## config.mk

```make
export PLATFORM = sky130hd
export DESIGN_NAME = rmq_fifo
export DESIGN_NICKNAME = d
export VERILOG_FILES = /design/src/sv/rmq_pkg.sv /design/src/sv/rmq_fifo.sv
export SDC_FILE = /design/constraint.sdc
export NUM_CORES = 1
export LEC_CHECK = 0
export ABC_AREA = 1
export ABC_CLOCK_PERIOD_IN_PS = 24600
export BUFFER_PORTS_ARGS = -buffer_cell sky130_fd_sc_hd__buf_2
export CAP_MARGIN = 40
export CORE_MARGIN = 2
export CORE_UTILIZATION = 34
export CTS_CLUSTER_SIZE = 25
export DETAILED_ROUTE_END_ITERATION = 6
export PLACE_DENSITY = 0.49
export SKIP_CTS_REPAIR_TIMING = 1
export SYNTH_ARGS = -nofsm -noshare
export SYNTH_HDL_FRONTEND = slang
export SYNTH_SLANG_ARGS = --single-unit
```

## constraint.sdc

```tcl
create_clock -name clk -period 24.6 [get_ports clk]
set_input_delay 4.92 -clock clk [delete_from_list [all_inputs] [get_ports clk]]
set_output_delay 4.92 -clock clk [all_outputs]
set_load 0.005 [all_outputs]
```

## src/sv/rmq_pkg.sv

```systemverilog
// Shared types and constants for the rotation matrix to quaternion block.
// Used by every module of the block; depends on nothing.
package rmq_pkg;

  localparam int FRAC_BITS_DEF   = 14;
  localparam int QUEUE_DEPTH_DEF = 4;

  // Width of the signed unnormalized components.
  localparam int CW    = 34;
  // Width of a component magnitude; every magnitude stays below 2^31.
  localparam int MAG_W = 31;
  localparam int SH_W  = 5;
  localparam int SQ_W  = 2 * MAG_W;
  localparam int N2_W  = 64;
  localparam int NRM_W = 32;

  typedef struct packed {
    logic signed [15:0] r00;
    logic signed [15:0] r01;
    logic signed [15:0] r02;
    logic signed [15:0] r10;
    logic signed [15:0] r11;
    logic signed [15:0] r12;
    logic signed [15:0] r20;
    logic signed [15:0] r21;
    logic signed [15:0] r22;
  } in_item_t;

  typedef struct packed {
    logic signed [15:0] quat_w;
    logic signed [15:0] quat_x;
    logic signed [15:0] quat_y;
    logic signed [15:0] quat_z;
    logic               degenerate;
  } out_item_t;

  // Classified item: unnormalized (w, x, y, z), flag for a pivot <= 0.
  typedef struct packed {
    logic [3:0][CW-1:0] c;
    logic               degen;
  } cls_item_t;

endpackage

```

## src/sv/rmq_fifo.sv

```systemverilog
// Short queue of classified items between the front end and the back end.
// Depends on rmq_pkg.
module rmq_fifo #(
  parameter int DEPTH = rmq_pkg::QUEUE_DEPTH_DEF
) (
  input  logic               clk,
  input  logic               rst_n,
  input  logic               push,
  input  rmq_pkg::cls_item_t wdata,
  output logic               full,
  input  logic               pop,
  output rmq_pkg::cls_item_t rdata,
  output logic               empty
);
  import rmq_pkg::*;

  localparam int PTR_W = (DEPTH > 1) ? $clog2(DEPTH) : 1;
  localparam int CNT_W = $clog2(DEPTH + 1);

  cls_item_t        mem_r [DEPTH];
  logic [PTR_W-1:0] wr_ptr_r;
  logic [PTR_W-1:0] rd_ptr_r;
  logic [CNT_W-1:0] cnt_r;
  logic             do_wr;
  logic             do_rd;

  assign full  = (cnt_r == CNT_W'(DEPTH));
  assign empty = (cnt_r == '0);
  assign do_wr = push && !full;
  assign do_rd = pop && !empty;
  assign rdata = mem_r[rd_ptr_r];

  always_ff @(posedge clk) begin
    if (!rst_n) begin
      wr_ptr_r <= '0;
      rd_ptr_r <= '0;
      cnt_r    <= '0;
    end else begin
      if (do_wr) begin
        wr_ptr_r <= (wr_ptr_r == PTR_W'(DEPTH - 1)) ? '0 : wr_ptr_r + 1'b1;
      end
      if (do_rd) begin
        rd_ptr_r <= (rd_ptr_r == PTR_W'(DEPTH - 1)) ? '0 : rd_ptr_r + 1'b1;
      end
      if (do_wr && !do_rd) begin
        cnt_r <= cnt_r + 1'b1;
      end else if (do_rd && !do_wr) begin
        cnt_r <= cnt_r - 1'b1;
      end
    end
  end

  always_ff @(posedge clk) begin
    if (do_wr) begin
      mem_r[wr_ptr_r] <= wdata;
    end
  end

endmodule

```

# After elaboration in Yosys (flattened, before gate mapping)
# Memory sizes are Yosys's and may differ from the RTL's. A register that Yosys moved wholly into a read port is not among the register bits.
# Cells that the tools add are included.
totals:
  register_bits: 7
  ramBits: 548
  input_bits: 141
  wordCells: 29
  mem_count: 1
classes:
  addsub: 4
  eq_ne: 3
  muxes: 8
  reduce_logical: 10
memory_table:
  columns: ["memory", "depth", "width", "read_ports", "rd_clocked_by_memory_dff", "wr", "line", "source"]
  rows:
  - ["mem_r", 4, 137, 1, 1, 1, "rmq_fifo.sv:20", "cls_item_t mem_r [DEPTH];"]
op_table:
  columns: ["cell", "n"]
  rows:
  - ["2-bit 2-to-1 mux", 4]
  - ["3-bit 2-to-1 mux", 2]
  - ["2-bit by 1-bit adder with 2-bit output, second input constant", 2]
  - ["2-bit == test, second input constant", 2]
  - ["1-bit logical AND", 4]
  - ["1-bit zero test", 4]
  - ["3-bit by 1-bit adder with 3-bit output, second input constant", 1]
  - ["3-bit == test, second input constant", 1]
  - ["3-bit zero test", 1]
  - ["3-bit by 1-bit subtractor with 3-bit output, second input constant", 1]
  - ["1-bit 2-to-1 mux", 2]
  - ["2-bit nonzero test", 1]

# Depth between registers and ports, before layout
logic_depth:
  word_depth: 7
  depth_mapped: 13
  ltp_nobuf: 13

# Worst setup path after synthesis
# Ideal clock, no wire load.
synth_path:
  path_type: "in2reg"
  from: "input port push"
  to: "memory mem_r[0][0] (netlist bit), enable pin"
  setup_time_ns: 0.636
  t_arrival_ns: 10.753
  t_required_ns: 23.964
  slack_ns: 13.212
  stages: 2
  n_path_buf: 0
  cell_sequence: "nand2_1 > nor2_1"
synth_between:
  elab_chain_len: 3
synth_rtl:
  columns: ["element", "line", "source"]
  rows:
  - ["start: declaration", "rmq_fifo.sv:8", "input logic push,"]
  - ["1-bit logical AND", "rmq_fifo.sv:29", "assign do_wr = push && !full;"]
  - ["1-bit 2-to-1 mux", "rmq_fifo.sv:54", "if (do_wr) begin"]
  - ["1-bit 2-to-1 mux (implied by the code)", "rmq_fifo.sv:55", "mem_r[wr_ptr_r] <= wdata;"]
  - ["end: declaration", "rmq_fifo.sv:20", null]
# Every way passes these cells.

==> results.json <==
{
  "worstHoldPathCells": 2,
  "cts.clk_slew.worst_paths_ps": 60,
  "status": "finished, final reports clean",
  "slowest_delay_ps": 740,
  "combPwrFrac": 0.249,
  "clkPwrFrac": 0.311,
  "num_vias": 12340,
  "cp_max_fo": 124,
  "crit_path_end_kind": "output port",
  "holdPathEnd": "cnt_r[0]",
  "cts_htree_levels": 2,
  "fin_tns_setup_ps": 0,
  "yosys_warnings": 0,
  "syn_area_mm2": 0.02079,
  "area.sequential_mm2": 0.01664,
  "cap_violations": 0,
  "slowest_stage": "buf_4",
  "rows": 90,
  "path_buf_inv": 3,
  "drive_gt1_frac": 0.2264,
  "syn_avg_cell_area_um2": 14.88,
  "synth_area_leader_cell": "edfxtp_1",
  "drt_iter0_markers": 635,
  "timing.rr.end": "mem_r[1][58]",
  "whs_ps": 514.5,
  "fillers": 5619,
  "hold_viol": 0,
  "first_pass_iters": 4,
  "synth_cell_types": 19,
  "grt.total_usage": 0.1520,
  "initial_core_util": 0.3445,
  "gp_congestion": 0.7214,
  "wl_per_cell_um": 19.65,
  "synth_fp_nets": 1545,
  "yosys-top-cells-area": "edfxtp_1 79%, nor2_1 5.3%, o22ai_1 4.1%",
  "vdd_drop_max_uv": 53.17,
  "skew_ps": 16.05,
  "grt_max_degree": 136,
  "p_leak_nw": 8.569,
  "core_area_mm2": 0.06036,
  "crit_family": "buffers and inverters",
  "final_util": 0.4121,
  "grt_pass1_wl_mm": 73.81,
  "tightestPinTransition_ps": 955.0,
  "min_path_type": "reg -> reg",
  "crit_required_ps": 19680,
  "cts_buffers": 59,
  "synth_top_area_share": 0.7914,
  "switchingPower_uw": 810.4,
  "finalCritPeriodShare": 0.3176,
  "setup_viol": 0,
  "die_h_um": 251.3,
  "antenna_found_initial": 11,
  "fmax_mhz": 128.0,
  "root_buffer": "clkbuf_16",
  "grt_pass1_vias": 12210,
  "start_kind": "register",
  "synth_ff_type": "edfxtp_1",
  "dieArea_mm2": 0.06315,
  "powerDensity_mw_per_mm2": 107.7,
  "r2r_setup_slack_ps": 21680,
  "min_period_ps": 7813,
  "drv_slew": 0,
  "port_buffers": 279,
  "crit_path_cell_trace": "inv_8 > buf_4 > o21ai_0 > o22ai_1 > buf_2",
  "syn2layout_area_growth_pct": 19.61,
  "slew_headroom": 0.3634,
  "intPower_mw": 1.869,
  "min_from": "cnt_r[0]",
  "crit_type": "reg -> out",
  "postRouteAntennaNets": 0,
  "synth_seq_cells": 557,
  "hpwl_mm": 27.47,
  "timing.rr.start": "cnt_r[1]",
  "io_pins": 280,
  "grt_remaining_overflow": 0,
  "finalNetCount": 1819,
  "rsz0062_at_grt": "false",
  "ys_seq_area_frac": 0.8000,
  "drt_wl_total_mm": 49.18,
  "fp.dieW_um": 251.3,
  "clk_path_buf_depth": 3,
  "cts_num_sinks": 557,
  "worstPathArrival_ps": 2890,
  "power_frac_seq": 0.440,
  "synth_edf_count": 548,
  "r2r_cells": 6,
  "cts_tree": "yes",
  "synth_cells": 1397,
  "power_switching_share": 0.3024,
  "drc_errors": 0,
  "clkLatencyLatePin_ps": 590,
  "synthArstFlopShare": 0,
  "viasPerCell": 4.930,
  "multi_input_area_mm2": 0.003541
}
## cell type report
type,count,share of cell area
repair buffers,303,0.07244
clock buffers,72,0.06303
well taps,782,0.03934
diodes,3,0.0003018
inverters,19,0.003270
flip-flops and latches,557,0.6692
clock inverters,36,0.01006
multi-input cells,731,0.1424
## worst max-delay path by stage
stage	start	end	slack (ps)	depth (start not counted)
finish	register	rdata[136]	16790	5
global route	register	rdata[136]	16490	5
CTS	register	rdata[30]	16670	5
detailed placement	push	mem_r[1][58]	17140	5
global placement	register	rdata[117]	16960	5
floorplan	push	mem_r[0][0]	13210	2
## cells in the mapped netlist, types with 2 or more instances
master and count:
dfxtp_1 9, buf_6 24, buf_2 2, o21ai_1 123, o22ai_1 137, o21ai_0 153, edfxtp_1 548, clkbuf_1 50
ha_1 6, nor2_1 291, a21oi_1 2, nand2_1 15, buf_4 14, inv_1 18
## metrics by stage
step	power, mW	instance area (µm²)	std cells	setup WS [ps]
after global placement	1.861	22770	2382	16960
after floorplan	1.600	20790	1397	13210
after global routing	2.829	24870	2502	16490
after detailed placement	1.888	23050	2392	17140
after CTS	2.728	24860	2500	16670
final	2.680	24870	2503	16790
## state kept, by name, indices dropped and copies added, names as in the netlist, named ones only
| signal | flops |
|---|---|
| mem_r | 548 |
| cnt_r | 3 |
| wr_ptr_r | 2 |
| rd_ptr_r | 2 |
## cells in the final DEF, fill, tap and decap left out, types with 7 or more instances in the layout
cell,Yosys,final
edfxtp_1,548,548
nor2_1,291,287
buf_2,2,279
o21ai_0,153,153
o22ai_1,137,137
o21ai_1,123,123
clkbuf_16,0,61
clkinv_1,0,19
inv_1,18,17
nand2_1,15,15
buf_4,14,12
clkbuf_1,50,11
buf_16,0,10
clkinv_2,0,7
dfxtp_1,9,7
## kinds of logic (layout without fill, tap and decap cells)
| family | Yosys count | after routing | share of synthesized area |
|---|---|---|---|
| fa+ha+maj | 7 | 7 | 0.004573 |
| buf+inv | 109 | 430 | 0.03111 |
| compound gates | 415 | 415 | 0.1081 |
| other cells | 0 | 3 | 0 |
| flops | 557 | 557 | 0.8000 |
| simple gates | 309 | 309 | 0.05614 |
## worst min-delay path, delay by kind of cell, from the launching register on
| family | cells | cell delay, ps |
|---|---|---|
| buffers and inverters | 1 | 70 |
| flip-flops | 1 | 340 |
| AO/OA/AOI/OAI | 1 | 60 |
## layer usage
layer / up-vias / wire length, µm / track usage
met5: - / 59 / 0
met4: 10 / 924 / 0.04184
met3: 71 / 2893 / 0.04048
met2: 271 / 23890 / 0.2541
met1: 6162 / 21410 / 0.1954
li1: 5827 / - / -
## power groups by stage
stage / logic [mW] / registers [mW] / clock network (mW)
floorplan: 0.386 / 1.21 / 0
global placement: 0.651 / 1.21 / 0
detailed placement: 0.688 / 1.20 / 0
CTS: 0.690 / 1.18 / 0.858
global route: 0.749 / 1.19 / 0.892
finish: 0.667 / 1.18 / 0.833
Note: power is estimated with default switching activity, not from simulation.
