`config.mk`:
```
export PLATFORM = sky130hd
export DESIGN_NAME = rmq_front
export DESIGN_NICKNAME = d
export VERILOG_FILES = /design/src/sv/rmq_pkg.sv /design/src/sv/rmq_front.sv
export SDC_FILE = /design/constraint.sdc
export NUM_CORES = 1
export LEC_CHECK = 0
export BUFFER_PORTS_ARGS = -buffer_cell sky130_fd_sc_hd__buf_4
export CORE_ASPECT_RATIO = 1.25
export CORE_MARGIN = 5
export CORE_UTILIZATION = 60
export CTS_CLUSTER_DIAMETER = 100
export DETAILED_ROUTE_END_ITERATION = 12
export GPL_TIMING_DRIVEN = 0
export PLACE_DENSITY = 0.85
export SETUP_SLACK_MARGIN = 0.4
export SLEW_MARGIN = 5
export SYNTH_ARGS = -nofsm -noshare
export SYNTH_HDL_FRONTEND = slang
export SYNTH_SLANG_ARGS = --single-unit
```
`constraint.sdc`:
```
create_clock -name clk -period 7.4 [get_ports clk]
set_input_delay 0.37 -clock clk [delete_from_list [all_inputs] [get_ports clk]]
set_output_delay 0.37 -clock clk [all_outputs]
set_load 0.02 [all_outputs]
```
`src/sv/rmq_pkg.sv`:
```
// Shared types and constants for the rotation matrix to quaternion block.
// Used by every module of the block; depends on nothing.
package rmq_pkg;

  localparam int FRAC_BITS_DEF   = 14;
  localparam int QUEUE_DEPTH_DEF = 4;

  // Width of the signed unnormalized components.
  localparam int CW    = 34;
  // Width of a component magnitude; every magnitude stays below 2^31.
  localparam int MAG_W = 31;
  localparam int SH_W  = 5;
  localparam int SQ_W  = 2 * MAG_W;
  localparam int N2_W  = 64;
  localparam int NRM_W = 32;

  typedef struct packed {
    logic signed [15:0] r00;
    logic signed [15:0] r01;
    logic signed [15:0] r02;
    logic signed [15:0] r10;
    logic signed [15:0] r11;
    logic signed [15:0] r12;
    logic signed [15:0] r20;
    logic signed [15:0] r21;
    logic signed [15:0] r22;
  } in_item_t;

  typedef struct packed {
    logic signed [15:0] quat_w;
    logic signed [15:0] quat_x;
    logic signed [15:0] quat_y;
    logic signed [15:0] quat_z;
    logic               degenerate;
  } out_item_t;

  // Classified item: unnormalized (w, x, y, z), flag for a pivot <= 0.
  typedef struct packed {
    logic [3:0][CW-1:0] c;
    logic               degen;
  } cls_item_t;

endpackage

```
`src/sv/rmq_front.sv`:
```
// Front end: accepts a matrix, picks the branch and forms the unnormalized quaternion.
// Depends on rmq_pkg.
module rmq_front #(
  parameter int FRAC_BITS = rmq_pkg::FRAC_BITS_DEF
) (
  input  logic               clk,
  input  logic               rst_n,
  input  logic               push,
  output logic               full,
  input  rmq_pkg::in_item_t  in_data,
  output logic               q_push,
  output rmq_pkg::cls_item_t q_data,
  input  logic               q_full
);
  import rmq_pkg::*;

  logic              f_valid_r;
  cls_item_t         f_item_r;
  cls_item_t         f_item_nxt;
  logic signed [CW-1:0] r [9];
  logic signed [CW-1:0] one_c;
  logic              take;

  assign one_c = CW'(1) <<< FRAC_BITS;
  assign r[0] = CW'(in_data.r00);
  assign r[1] = CW'(in_data.r01);
  assign r[2] = CW'(in_data.r02);
  assign r[3] = CW'(in_data.r10);
  assign r[4] = CW'(in_data.r11);
  assign r[5] = CW'(in_data.r12);
  assign r[6] = CW'(in_data.r20);
  assign r[7] = CW'(in_data.r21);
  assign r[8] = CW'(in_data.r22);

  always_comb begin
    logic signed [CW-1:0] tr;
    logic signed [CW-1:0] c0, c1, c2, c3, pivot;
    tr = r[0] + r[4] + r[8];
    if (tr > 0) begin
      c0 = tr + one_c;
      c1 = r[7] - r[5];
      c2 = r[2] - r[6];
      c3 = r[3] - r[1];
      pivot = c0;
    end else if (r[0] > r[4] && r[0] > r[8]) begin
      c0 = r[7] - r[5];
      c1 = one_c + r[0] - r[4] - r[8];
      c2 = r[1] + r[3];
      c3 = r[2] + r[6];
      pivot = c1;
    end else if (r[4] > r[8]) begin
      c0 = r[2] - r[6];
      c1 = r[1] + r[3];
      c2 = one_c + r[4] - r[0] - r[8];
      c3 = r[5] + r[7];
      pivot = c2;
    end else begin
      c0 = r[3] - r[1];
      c1 = r[2] + r[6];
      c2 = r[5] + r[7];
      c3 = one_c + r[8] - r[0] - r[4];
      pivot = c3;
    end
    f_item_nxt.c[0] = c0;
    f_item_nxt.c[1] = c1;
    f_item_nxt.c[2] = c2;
    f_item_nxt.c[3] = c3;
    // A pivot that is not positive means the matrix is not a rotation.
    f_item_nxt.degen = (pivot <= 0);
  end

  assign full   = f_valid_r && q_full;
  assign take   = push && !full;
  assign q_push = f_valid_r && !q_full;
  assign q_data = f_item_r;

  always_ff @(posedge clk) begin
    if (!rst_n) begin
      f_valid_r <= 1'b0;
    end else if (take) begin
      f_valid_r <= 1'b1;
    end else if (q_push) begin
      f_valid_r <= 1'b0;
    end
  end

  always_ff @(posedge clk) begin
    if (take) begin
      f_item_r <= f_item_nxt;
    end
  end

endmodule

```
## Yosys cells after proc, flatten, opt, wreduce, memory -nomap -nowiden

Cells that the tools add are included.

- Register bits: 138
- Output and inout port bits: 139

- Reduce and logical (&&, ||, !) cells: 7
- $lt $le $gt $ge: 5
- Muxes and demuxes: 17
- $add $sub $neg: 18

Operator list:

| operator | number |
|---|---|
| 34-bit two-way mux | 15 |
| 16-bit by 16-bit adder with 17-bit output | 4 |
| 18-bit by 16-bit subtractor with 19-bit output | 3 |
| 17-bit by 16-bit subtractor with 18-bit output | 3 |
| 16-bit by 16-bit adder with 17-bit output, first input constant | 3 |
| 16-bit by 16-bit subtractor with 17-bit output | 3 |
| 16-bit greater-than comparator | 3 |
| 34-bit by 1-bit less-or-equal comparator with 1-bit output, second input constant | 1 |
| 18-bit by 16-bit adder with 19-bit output, second input constant | 1 |
| 17-bit by 16-bit adder with 18-bit output | 1 |
| 18-bit by 1-bit greater-than comparator with 1-bit output, second input constant | 1 |
| 1-bit logical AND | 4 |
| 1-bit logical NOT | 2 |
| 1-bit two-way mux | 2 |
| 2-bit nonzero test | 1 |

## Logic depth before layout (Yosys ltp)

- Word-level depth: 7
- Depth in mapped cells: 18

## Least setup slack after synthesis

OpenSTA, ideal clock, no wires.

- Path type: in2reg
- Start point: in q_full
- End point: reg f_item_r (netlist bit q_data[0]), enable pin
- Library setup time: 0.520 ns
- Data arrival time: 4.030 ns
- Required time: 6.880 ns
- Cell stages on the path: 2
- Buffers on the path: 0
- Path slack: 2.850 ns
- Cells stage by stage: and2_1 -> nor2b_1

- Cells in the longest elaborated chain, start to end: 3

RTL lines:

| element | RTL line | RTL |
|---|---|---|
| from (decl) | rmq_front.sv:13 | `input logic q_full` |
| 1-bit logical AND | rmq_front.sv:72 | `assign full = f_valid_r && q_full;` |
| 1-bit logical NOT | rmq_front.sv:73 | `assign take = push && !full;` |
| 1-bit logical AND | rmq_front.sv:73 |  |
| via take | rmq_front.sv:22 | `logic take;` |
| to (signal assigned) | rmq_front.sv:89 | `f_item_r <= f_item_nxt;` |
| to (decl) | rmq_front.sv:18 | `cls_item_t f_item_r;` |

The timed path passes the listed nets, and every way through them passes these cells.
A chain may end at the register's enable or synchronous reset.

==> out/qor_table.md <==
| Item | This run |
| --- | --- |
| Peak per-stage delay on the critical path | 810 ps |
| Post-Syn Instances | 2,032 |
| Commonest register cell after synthesis | edfxtp_1 |
| Transition time at the pin with the least slew margin | 1140 ps |
| CTS Buffer Depth | 2 |
| # H-tree levels | 3 |
| Proportion of power drawn by flip-flops and latches | 16.5% |
| Multi-input combinational cell area | 12,500 sq um |
| Total clock buffers created by CTS | 9 |
| Worst path cell trace | buf_4 -> inv_1 -> fa_1 -> inv_1 -> ha_1 -> o21a_1 -> o41a_1 -> or4_1 -> o211ai_1 -> nand2b_1 -> a21o_1 -> xnor2_1 -> ha_1 -> inv_1 -> o31ai_2 -> clkbuf_1 -> o21ai_0 |
| LEAKAGE | 9.33 nW |
| Share of flip-flops with an asynchronous set or reset after synthesis | 0% |
| Number of enable-type register cells in the synthesized netlist | 77 |
| Fin crit period | 5510 ps |
| Average wire per standard cell | 21.3 um |
| Initial antenna violation count | 1 |
| Final Max Slew Viols | 0 |
| Net total in the final layout | 2,851 |
| Share of layout cells above drive strength 1 | 16.7% |
| Crit-path max FO | 10 |
| Total Neg Setup Slack | 0 ps |
| Post-DR vias/cell | 6.09 |
| Data arrival time of the critical path | 5590 ps |
| IO Count | 287 |
| Category of the worst setup path launch point | input port |
| Commonest non-fill, non-tap cell in the layout | buf_4 |
| Timing-limited maximum frequency | 181 MHz |
| Number of global-route vias before repair | 16,300 |
| 1st-pass router iterations | 6 |
| Family of cells with the greatest summed delay on the critical path | compound AO/OA/AOI/OAI gates |
| Switching pwr | 2.16 mW |
| GR Util All Layers | 35.9% |
| Proportion of synthesized chip area in sequential cells | 14.2% |
| Gate power share | 70.6% |
| Overall die area | 30,700 sq um |
| Leading cell types in the layout, fill and taps excluded | buf_4, ha_1, inv_1 |
| Status | finished clean |
| TritonCTS clock tree | done |
| Number of post-CTS setup repair buffers | 0 |
| Worst min-delay path category | in -> reg |
| DRC Markers | 0 |
| Largest net degree at the start of global routing | 34 |
| Area of the core | 26,900 sq um |
| Period utilisation layout | 74.5% |
| Number of nets with antenna violations after routing | 0 |
| Number of buffers inserted by hold repair at cts | 0 |
| Routed via count | 16,300 |
| Cell mode on critical path | inv_1 |
| Wire length reported by the detailed router | 57,100 um |
| Clock Sinks | 78 |
| Slowest CP cell | o31ai_2 |
| Post-Syn Area per Cell | 8.06 sq um |
| Endpoints failing hold | 0 |
| Register area | 2330 sq um |
| Worst EP required | 7480 ps |
| Clock share of power | 12.9% |
| Total half-perimeter wirelength after legalization and detailed placement | 47,900 um |
| Fraction of power spent switching nets | 50.5% |
| Synthesis warning total | 0 |
| Worst Skew | 7.39 ps |
| Worst-path clk slew | 70 ps |
| Total standard cell area after synthesis | 16,400 sq um |
| Slew HR | 23.1% |
| WP buf/inv | 5 |
| Worst slack at placement | 1680 ps |
| Ratio of total power to cell area | 221 nW/um^2 |
| Area grow syn2layout | 18.2% |
| Final RePlAce weighted congestion | 0.993 |
| Internal power | 2.12 mW |
| Count of buffers from port buffering | 286 |
| First-pass GRT wire length | 86,600 um |
| Worst setup path class | in -> reg |
| Capturing element type of the critical path | flip-flop |
| Clk Latency, worst-skew pair | 370 ps |
| Number of fillers in the final layout | 2,189 |
| Synth unique cells | 73 |
| Max-capacitance violation count | 0 |
| Clock root buffer | clkbuf_16 |
| Placement Rows | 67 |
| Setup repair after global routing missed its margin | no |
| Overflow after GRT | 0 |
| Maximum resistive drop on vdd | 0.123 mV |
| PnR worst setup slack | 1890 ps |
| Die Span X | 158 um |
| Cts repair resizes | 0 |
| Flop and latch count out of synthesis | 78 |
| Setup-violating endpoint count in the final report | 0 |
| Starting density of the core | 60.9% |
| Syn_nets | 2,552 |
| Starting DRT DRC Count | 1,596 |
| Y dimension of the die | 195 um |
==> layout make-up <==
type                       count  share of cell area (%)
clock inverter                 6                   0.607
timing repair buffer         288                    11.3
buffer                       129                    3.73
multi-input combinational   1598                    64.5
inverter                     227                    4.40
antenna                        1                  0.0129
clock buffer                  10                    1.18
sequential                    78                    12.0
tap                          345                    2.23
==> worst register-to-register path, cell delays in order (launching register included) <==
cell and delay (ps):
dfxtp_1 310, and2_1 190, nor2b_4 670, buf_16 260, buf_12 250
==> final timing paths <==
kind                      to  slack (ps)       start  depth (start not counted)
setup / recovery  q_data[82]        1890  in_data[8]                         17
hold / removal     f_valid_r         200       rst_n                          2
setup reg to reg   q_data[5]        5390   f_valid_r                          4
hold reg to reg    f_valid_r         710   f_valid_r                          2
==> power groups by stage <==
stage / logic, mW / clock network, mW / registers, mW
3_5_place_dp: 2.90 / 0 / 0.711
3_3_place_gp: 2.84 / 0 / 0.714
6_report: 3.02 / 0.551 / 0.704
4_1_cts: 2.92 / 0.551 / 0.704
2_1_floorplan: 1.76 / 0 / 0.830
5_1_grt: 3.20 / 0.567 / 0.714
==> flip-flops by register name (all words and copies together), names as in the netlist <==
register / count
f_valid_r: 1
q_data: 77
==> cell usage after synthesis, drive strengths merged, types with 11 or more instances <==
master	number	area share (%)
ha	294	22
inv	227	5.2
nor2	205	4.7
nand2	147	3.4
a21oi	143	4.4
o21ai	109	3.3
xnor2	81	4.3
buf	80	3.3
fa	78	9.5
edfxtp	77	14
nor3	50	1.5
clkbuf	49	1.1
xor2	44	2.4
a31oi	34	1.3
a211oi	32	1.5
nand2b	29	1.1
nand3	29	0.89
nor2b	27	1.0
o211ai	22	1.0
mux2i	21	1.3
o21a	18	0.82
or3	18	0.69
a21o	14	0.64
o31ai	14	0.67
o21bai	13	0.60
and2	12	0.46
and3	11	0.42
==> logic make-up (layout without fill, tap and decap cells) <==
logic type / after synthesis / count (layout) / share of synthesized area (%)
XOR/XNOR: 125 / 125 / 6.68
AND/OR/NAND/NOR: 580 / 580 / 16.6
adder cells (fa/ha/maj): 372 / 372 / 32.0
buffers and inverters: 356 / 660 / 9.62
other: 0 / 1 / 0
multiplexers: 24 / 24 / 1.49
AO/OA/AOI/OAI: 497 / 497 / 19.4
flip-flops: 78 / 78 / 14.2
==> per-layer routing <==
layer / vias up / global-route usage, % / routed length [um]
met4: 2 / 17.6 / 3200
met5: - / 0 / 35
met3: 207 / 5.45 / 4820
met1: 7688 / 42.7 / 21300
met2: 876 / 62.2 / 27700
li1: 7565 / - / -
==> per-stage QoR <==
step / util, % / std cells / cell area (sq um) / power, mW / hold slack (ps)
global placement: 70.5 / 2663 / 19000 / 3.56 / 572
floorplan: - / 2032 / 16400 / 2.59 / 488
detailed placement: 70.7 / 2665 / 19000 / 3.61 / 577
CTS: 71.9 / 2681 / 19400 / 4.18 / 196
global route: 71.9 / 2681 / 19400 / 4.48 / 210
finish: 72.0 / 2682 / 19400 / 4.27 / 204
No activity file was read; power rests on OpenSTA's default activity.
